==> src/hdl/sdes_pkg.sv <==
// ----------------------------------------------------------------------------
// sdes_pkg
// permutations, s-boxes and round function of simplified des
// ----------------------------------------------------------------------------
package sdes_pkg;

    localparam int unsigned KeyWidth   = 10;
    localparam int unsigned BlockWidth = 8;
    localparam int unsigned SubkeyWidth = 8;

    typedef logic [KeyWidth-1:0]    t_key;
    typedef logic [BlockWidth-1:0]  t_block;
    typedef logic [SubkeyWidth-1:0] t_subkey;

    // entries indexed by {row, col}
    localparam logic [1:0] SBOX0 [16] = '{
        2'd1, 2'd0, 2'd3, 2'd2,
        2'd3, 2'd2, 2'd1, 2'd0,
        2'd0, 2'd2, 2'd1, 2'd3,
        2'd3, 2'd1, 2'd3, 2'd2
    };
    localparam logic [1:0] SBOX1 [16] = '{
        2'd0, 2'd1, 2'd2, 2'd3,
        2'd2, 2'd0, 2'd1, 2'd3,
        2'd3, 2'd0, 2'd1, 2'd0,
        2'd2, 2'd1, 2'd0, 2'd3
    };

    // bit position 1 is the msb in every permutation below
    function automatic t_block perm_ip(input t_block v);
        return {v[6], v[2], v[5], v[7], v[4], v[0], v[3], v[1]};
    endfunction

    function automatic t_block perm_ip_inv(input t_block v);
        return {v[4], v[7], v[5], v[3], v[1], v[6], v[0], v[2]};
    endfunction

    function automatic t_key perm_p10(input t_key v);
        return {v[7], v[5], v[8], v[3], v[6], v[0], v[9], v[1], v[2], v[4]};
    endfunction

    function automatic t_subkey perm_p8(input t_key v);
        return {v[4], v[7], v[3], v[6], v[2], v[5], v[0], v[1]};
    endfunction

    function automatic logic [7:0] perm_ep(input logic [3:0] v);
        return {v[0], v[3], v[2], v[1], v[2], v[1], v[0], v[3]};
    endfunction

    function automatic logic [3:0] perm_p4(input logic [3:0] v);
        return {v[2], v[0], v[1], v[3]};
    endfunction

    function automatic logic [4:0] rot1(input logic [4:0] h);
        return {h[3:0], h[4]};
    endfunction

    function automatic logic [4:0] rot3(input logic [4:0] h);
        return {h[1:0], h[4:2]};
    endfunction

    function automatic t_subkey subkey1(input t_key key);
        t_key k10;
        k10 = perm_p10(key);
        return perm_p8({rot1(k10[9:5]), rot1(k10[4:0])});
    endfunction

    function automatic t_subkey subkey2(input t_key key);
        t_key k10;
        k10 = perm_p10(key);
        return perm_p8({rot3(k10[9:5]), rot3(k10[4:0])});
    endfunction

    // one feistel round: left half is xored with p4 of the s-box outputs
    function automatic t_block round_fk(input t_block x, input t_subkey k);
        logic [7:0] t;
        logic [1:0] s0;
        logic [1:0] s1;
        t  = perm_ep(x[3:0]) ^ k;
        s0 = SBOX0[{t[7], t[4], t[6:5]}];
        s1 = SBOX1[{t[3], t[0], t[2:1]}];
        return {x[7:4] ^ perm_p4({s0, s1}), x[3:0]};
    endfunction

endpackage

==> src/hdl/sdes_keysched.sv <==
// ----------------------------------------------------------------------------
// sdes_keysched
// key register, derives both subkeys once per key write
// ----------------------------------------------------------------------------
module sdes_keysched (
    input  logic                 i_clk,
    input  logic                 i_rst_n,
    input  logic                 i_key_we,
    input  sdes_pkg::t_key       i_key,
    output sdes_pkg::t_subkey    o_k1,
    output sdes_pkg::t_subkey    o_k2
);

    sdes_pkg::t_subkey r_k1;
    sdes_pkg::t_subkey r_k2;

    always_ff @(posedge i_clk) begin
        if (!i_rst_n) begin
            r_k1 <= sdes_pkg::subkey1('0);
            r_k2 <= sdes_pkg::subkey2('0);
        end else if (i_key_we) begin
            r_k1 <= sdes_pkg::subkey1(i_key);
            r_k2 <= sdes_pkg::subkey2(i_key);
        end
    end

    assign o_k1 = r_k1;
    assign o_k2 = r_k2;

endmodule

==> src/hdl/sdes_ip_stage.sv <==
// ----------------------------------------------------------------------------
// sdes_ip_stage
// entry stage: initial permutation of the block
// ----------------------------------------------------------------------------
module sdes_ip_stage (
    input  logic               i_clk,
    input  logic               i_rst_n,
    input  logic               i_valid,
    output logic               o_stall,
    input  logic               i_op,
    input  sdes_pkg::t_block   i_data,
    output logic               o_valid,
    input  logic               i_stall,
    output logic               o_op,
    output sdes_pkg::t_block   o_x
);

    logic             r_valid;
    logic             r_op;
    sdes_pkg::t_block r_x;
    logic             w_ready;

    assign w_ready = !r_valid || !i_stall;
    assign o_stall = !w_ready;

    always_ff @(posedge i_clk) begin
        if (!i_rst_n) begin
            r_valid <= 1'b0;
        end else if (w_ready) begin
            r_valid <= i_valid;
        end
    end

    always_ff @(posedge i_clk) begin
        if (w_ready && i_valid) begin
            r_op <= i_op;
            r_x  <= sdes_pkg::perm_ip(i_data);
        end
    end

    assign o_valid = r_valid;
    assign o_op    = r_op;
    assign o_x     = r_x;

endmodule

==> src/hdl/sdes_round_stage.sv <==
// ----------------------------------------------------------------------------
// sdes_round_stage
// one fk round as a pipeline stage, subkey picked by operation and round
// ----------------------------------------------------------------------------
module sdes_round_stage (
    input  logic                i_clk,
    input  logic                i_rst_n,
    input  logic                i_late,
    input  sdes_pkg::t_subkey   i_k1,
    input  sdes_pkg::t_subkey   i_k2,
    input  logic                i_valid,
    output logic                o_stall,
    input  logic                i_op,
    input  sdes_pkg::t_block    i_x,
    output logic                o_valid,
    input  logic                i_stall,
    output logic                o_op,
    output sdes_pkg::t_block    o_x
);

    logic              r_valid;
    logic              r_op;
    sdes_pkg::t_block  r_x;
    logic              w_ready;
    sdes_pkg::t_subkey w_key;

    assign w_ready = !r_valid || !i_stall;
    assign o_stall = !w_ready;

    // encrypt: k1 then k2, decrypt: k2 then k1
    assign w_key = (i_op ^ i_late) ? i_k2 : i_k1;

    always_ff @(posedge i_clk) begin
        if (!i_rst_n) begin
            r_valid <= 1'b0;
        end else if (w_ready) begin
            r_valid <= i_valid;
        end
    end

    always_ff @(posedge i_clk) begin
        if (w_ready && i_valid) begin
            r_op <= i_op;
            r_x  <= sdes_pkg::round_fk(i_x, w_key);
        end
    end

    assign o_valid = r_valid;
    assign o_op    = r_op;
    assign o_x     = r_x;

endmodule

==> src/hdl/sdes_block_cipher.sv <==
// ----------------------------------------------------------------------------
// sdes_block_cipher: simplified des, one 8-bit block per beat
// pipeline: three register stages, ip then round 1 then round 2
// throughput: one block per cycle while the output side does not stall
// reset: synchronous active-low, empties the pipeline and clears the key to 0
// ----------------------------------------------------------------------------
module sdes_block_cipher (
    input  logic        i_clk,
    input  logic        i_rst_n,
    // key register write port
    input  logic        i_cipher_key_we,
    input  logic [9:0]  i_cipher_key,
    // input beat
    input  logic        i_valid,
    output logic        o_stall,
    input  logic        i_operation,
    input  logic [7:0]  i_data_in,
    // output beat
    output logic        o_valid,
    input  logic        i_stall,
    output logic [7:0]  o_data_out
);

    // subkeys, stable while blocks are in flight only if the user changes the key
    // while the pipeline is idle; the block itself does not enforce this
    sdes_pkg::t_subkey w_k1;
    sdes_pkg::t_subkey w_k2;

    // stage 1 -> stage 2
    logic              w_v1;
    logic              w_op1;
    sdes_pkg::t_block  w_x1;
    logic              w_stall2;

    // stage 2 -> stage 3
    logic              w_v2;
    logic              w_op2;
    sdes_pkg::t_block  w_x2;
    sdes_pkg::t_block  w_x2_swap;
    logic              w_stall3;

    // stage 3 -> output
    sdes_pkg::t_block  w_x3;

    sdes_keysched u_keysched (
        .i_clk    (i_clk),
        .i_rst_n  (i_rst_n),
        .i_key_we (i_cipher_key_we),
        .i_key    (i_cipher_key),
        .o_k1     (w_k1),
        .o_k2     (w_k2)
    );

    // stage 1: initial permutation
    sdes_ip_stage u_ip (
        .i_clk    (i_clk),
        .i_rst_n  (i_rst_n),
        .i_valid  (i_valid),
        .o_stall  (o_stall),
        .i_op     (i_operation),
        .i_data   (i_data_in),
        .o_valid  (w_v1),
        .i_stall  (w_stall2),
        .o_op     (w_op1),
        .o_x      (w_x1)
    );

    // stage 2: first round
    sdes_round_stage u_round1 (
        .i_clk    (i_clk),
        .i_rst_n  (i_rst_n),
        .i_late   (1'b0),
        .i_k1     (w_k1),
        .i_k2     (w_k2),
        .i_valid  (w_v1),
        .o_stall  (w_stall2),
        .i_op     (w_op1),
        .i_x      (w_x1),
        .o_valid  (w_v2),
        .i_stall  (w_stall3),
        .o_op     (w_op2),
        .o_x      (w_x2)
    );

    // half swap between the rounds is plain wiring
    assign w_x2_swap = {w_x2[3:0], w_x2[7:4]};

    // stage 3: second round, this register is also the output register
    sdes_round_stage u_round2 (
        .i_clk    (i_clk),
        .i_rst_n  (i_rst_n),
        .i_late   (1'b1),
        .i_k1     (w_k1),
        .i_k2     (w_k2),
        .i_valid  (w_v2),
        .o_stall  (w_stall3),
        .i_op     (w_op2),
        .i_x      (w_x2_swap),
        .o_valid  (o_valid),
        .i_stall  (i_stall),
        .o_op     (),
        .o_x      (w_x3)
    );

    // inverse ip is wiring only, so the output stays register-driven
    assign o_data_out = sdes_pkg::perm_ip_inv(w_x3);

endmodule

==> config.mk <==
export PLATFORM = sky130hd
export DESIGN_NAME = sdes_block_cipher
export DESIGN_NICKNAME = d
export VERILOG_FILES = /design/src/hdl/sdes_pkg.sv /design/src/hdl/sdes_keysched.sv /design/src/hdl/sdes_ip_stage.sv /design/src/hdl/sdes_round_stage.sv /design/src/hdl/sdes_block_cipher.sv
export SDC_FILE = /design/constraint.sdc
export NUM_CORES = 1
export LEC_CHECK = 0
export ABC_CLOCK_PERIOD_IN_PS = 1800
export BUFFER_PORTS_ARGS = -buffer_cell sky130_fd_sc_hd__clkbuf_2
export CAP_MARGIN = 20
export CORE_ASPECT_RATIO = 0.5
export CORE_MARGIN = 5
export CORE_UTILIZATION = 49
export DETAILED_ROUTE_END_ITERATION = 8
export GPL_ROUTABILITY_DRIVEN = 0
export GPL_TIMING_DRIVEN = 0
export PLACE_DENSITY = 0.78
export SYNTH_ARGS = -nofsm -noshare
export SYNTH_HDL_FRONTEND = slang
export SYNTH_SLANG_ARGS = --single-unit
export TNS_END_PERCENT = 20
==> constraint.sdc <==
create_clock -name i_clk -period 1.8 [get_ports i_clk]
set_clock_uncertainty 0.15 [all_clocks]
set_input_delay 0.45 -clock i_clk [delete_from_list [all_inputs] [get_ports i_clk]]
set_output_delay 0.45 -clock i_clk [all_outputs]
set_load 0.02 [all_outputs]
==> impl_metrics.yaml <==
status:
  status: "finished with violations"
  violations: "negative setup slack"
cts:
  clock_latency_ns: 0.30
  cts.reportedPaths.clkPinSlew_ns: 0.08
  cts.sinks: 39
  cts_buffer_depth: 2
  numCtsBuffers: 5
  cts_root_buffer: "clkbuf_8"
  tritoncts: "built"
  htreeDepth: 2
  postCtsHoldBufs: 0
power:
  p_clk_share_pct: 27.6
  pwr-share-seq_pct: 51.8
  power_frac_comb_pct: 20.7
  leakage_nw: 0.9407
  p_per_area_mw_per_mm2: 891.0
  internal-power_mw: 1.515
  switching_share_pct: 27.65
  total_power_mw: 2.094
  vdd_ir_drop_max_uv: 443.0
  p_switching_mw: 0.5788
sta:
  slew_violations: 0
  finalCriticalPeriod_ns: 2.039
  worst_pin_slew_ns: 0.7536
  slew_headroom_pct: 49.31
  holdWs_ns: 0.1707
  post-route-period-util_pct: 113.3
  hold_violations: 0
  setup_ws_ns: -0.2386
  finalSetupViolCount: 8
  fmax_mhz: 490.5
  rsz0062_at_grt: "true"
setup_path:
  cp.arrival_ns: 1.93
  worstPathMaxFanout: 7
  path_class: "reg -> reg"
  start_kind: "flop"
  critPathMaxStageDelay_ns: 0.41
  critPathBufInv: 2
  cpMaxStageDelayCell: "edfxtp_1"
  path_cells: "buf_6, mux2i_1, xnor2_1, inv_1, ha_2, a211oi_2, a21oi_1, xor2_1"
  required_ns: 1.69
  cp_top_family: "XOR/XNOR gates"
  end_kind: "flop"
routing:
  top_layer_used: "met4"
  drc_errors: 0
  first_pass_iters: 4
  vias_per_cell: 5.024
  drtIter0Drc: 54
  vias: 1246
  routed_wl_mm: 3.645
  m1WireLength_mm: 1.646
  routedWlPerCell_um: 14.70
  route.met3.wl_um: 199
  final_antenna_net_count: 0
  wl_met2_mm: 1.702
synth:
  synthesis.nets: 175
  ys_ff_latch: 39
  syn_inst: 149
  syn_avg_cell_area_um2: 12.76
  synth_top_area_share_pct: 41.08
  ys_warn_count: 0
  ys_types: 25
  ys_top_cells_by_area: "edfxtp_1, dfxtp_1, mux2i_1, xnor2_1, nor2b_1"
  synth_area_leader_cell: "edfxtp_1"
  seq_area_frac_synth_pct: 54.77
  synth_area_mm2: 0.001901
finish:
  area_growth_pct: 23.63
  drive_gt1_share_pct: 32.99
  fin_cells: 248
  nets: 219
  diodes: 0
die:
  die_h_um: 54.04
  die-area_mm2: 0.005300
  die_x_um: 98.08
  core_area_mm2: 0.003824
  num_rows: 16
  start_util_pct: 49.71
  io_pins: 34
global_route:
  grt_start_max_net_pins: 13
  grt_pass1_vias: 1228
  grt_overflow: 0
  grt_pass1_wl_mm: 5.720
  antenna_found_initial: 0
  grt_usage_pct: 14.79
place:
  placedCellCount: 236
  dpl.hpwl_mm: 2.721
  post-place-ws_ns: -0.2712
  port_buffers: 32
hold_path:
  hold_class: "in -> reg"
job:
  max-cap-violations: 0
power by group through the flow:
stage | combinational, mW | clock [mW] | sequential [mW]
after detailed placement | 0.388 | 0 | 1.10
after global placement | 0.363 | 0 | 1.09
after global routing | 0.472 | 0.638 | 1.09
final | 0.433 | 0.577 | 1.08
after floorplan | 0.288 | 0 | 1.09
after CTS | 0.405 | 0.588 | 1.08
stage by stage:
stage	util (%)	cell area (um2)	setup TNS, ns
after floorplan	-	1908	-0.1448
after global placement	55.86	2136	-3.955
after detailed placement	55.99	2141	-2.672
after CTS	59.62	2280	-1.074
after global routing	61.45	2350	-1.966
final	61.45	2350	-1.232
sequential cells by signal, summed over array words and instances, names as in the netlist:
| register | count |
|---|---|
| u_ip.o_op | 1 |
| u_ip.o_valid | 1 |
| u_round1.o_valid | 1 |
| u_round2.o_valid | 1 |
| u_round1.o_op | 1 |
| u_keysched.o_k2 | 7 |
| u_round1.o_x | 8 |
| u_ip.o_x | 8 |
| u_round2.o_x | 8 |
| u_keysched.o_k1 | 3 |
Yosys cell counts (all sizes together):
| library cell | number |
|---|---|
| a211oi | 2 |
| a21oi | 3 |
| a22oi | 2 |
| xnor2 | 20 |
| nor2b | 14 |
| o211ai | 2 |
| edfxtp | 26 |
| nand3b | 2 |
| xor2 | 8 |
| dfxtp | 13 |
| inv | 3 |
| buf | 2 |
| clkbuf | 2 |
| and4 | 1 |
| and2 | 1 |
| o21ai | 6 |
| mux2i | 26 |
| a21boi | 2 |
| ha | 2 |
| nand3 | 1 |
| nor2 | 2 |
| nand2 | 8 |
| o21a | 1 |
layout by cell type (no fill, tap or decap), types with 3 or more instances in the layout:
master,n
clkbuf_2,32
edfxtp_1,26
mux2i_1,19
nor2b_1,14
xnor2_1,13
dfxtp_1,13
nand2_1,8
xor2_1,7
xnor2_2,7
mux2i_2,5
o21ai_1,5
clkbuf_8,5
buf_4,4
inv_1,3
a21oi_1,3
clkbuf_1,3
worst paths after layout:
| path | endpoint | depth (start not counted) | start | slack [ns] |
|---|---|---|---|---|
| setup / recovery | u_round1.o_x[5] | 8 | u_ip.o_op | -0.24 |
| hold / removal | u_ip.o_x[7] | 1 | i_data_in[6] | 0.17 |
| setup reg to reg | u_round1.o_x[5] | 8 | u_ip.o_op | -0.24 |
| hold reg to reg | u_round1.o_op | 0 | u_ip.o_op | 0.34 |
layout make-up:
type | instances | area (um2)
fill | 319 | 1474
tap | 54 | 67.56
timing repair buffer | 37 | 195.2
clock inverter | 2 | 12.51
buffer | 4 | 30.03
clock buffer | 6 | 72.57
inverter | 3 | 11.26
sequential | 39 | 1041
multi-input combinational | 103 | 919.6
routing by layer:
layer / track usage, % / up-vias
met2: 24.10 / 34
met1: 18.02 / 584
met4: 10.11 / 0
met3: 3.493 / 12
met5: 0 / -
li1: - / 616
kinds of logic after synthesis:
family,count (synthesis),synth area share (%)
xor gates and xnor gates,28,13.69
muxes,26,13.69
and+or+nand+nor,29,8.426
buffers and inverters,7,2.173
adders and majority gates,2,1.316
DFF,39,54.77
AOI/OAI and AO/OA,18,5.924
timing repair:
| item | in CTS | in global routing |
|---|---|---|
| resized for setup | 6 | 11 |
| pin swaps | 2 | 5 |
| setup buffers | 2 | 2 |
| endpoints found under the setup margin | 8 | 8 |
(Power assumes the default switching activity.)
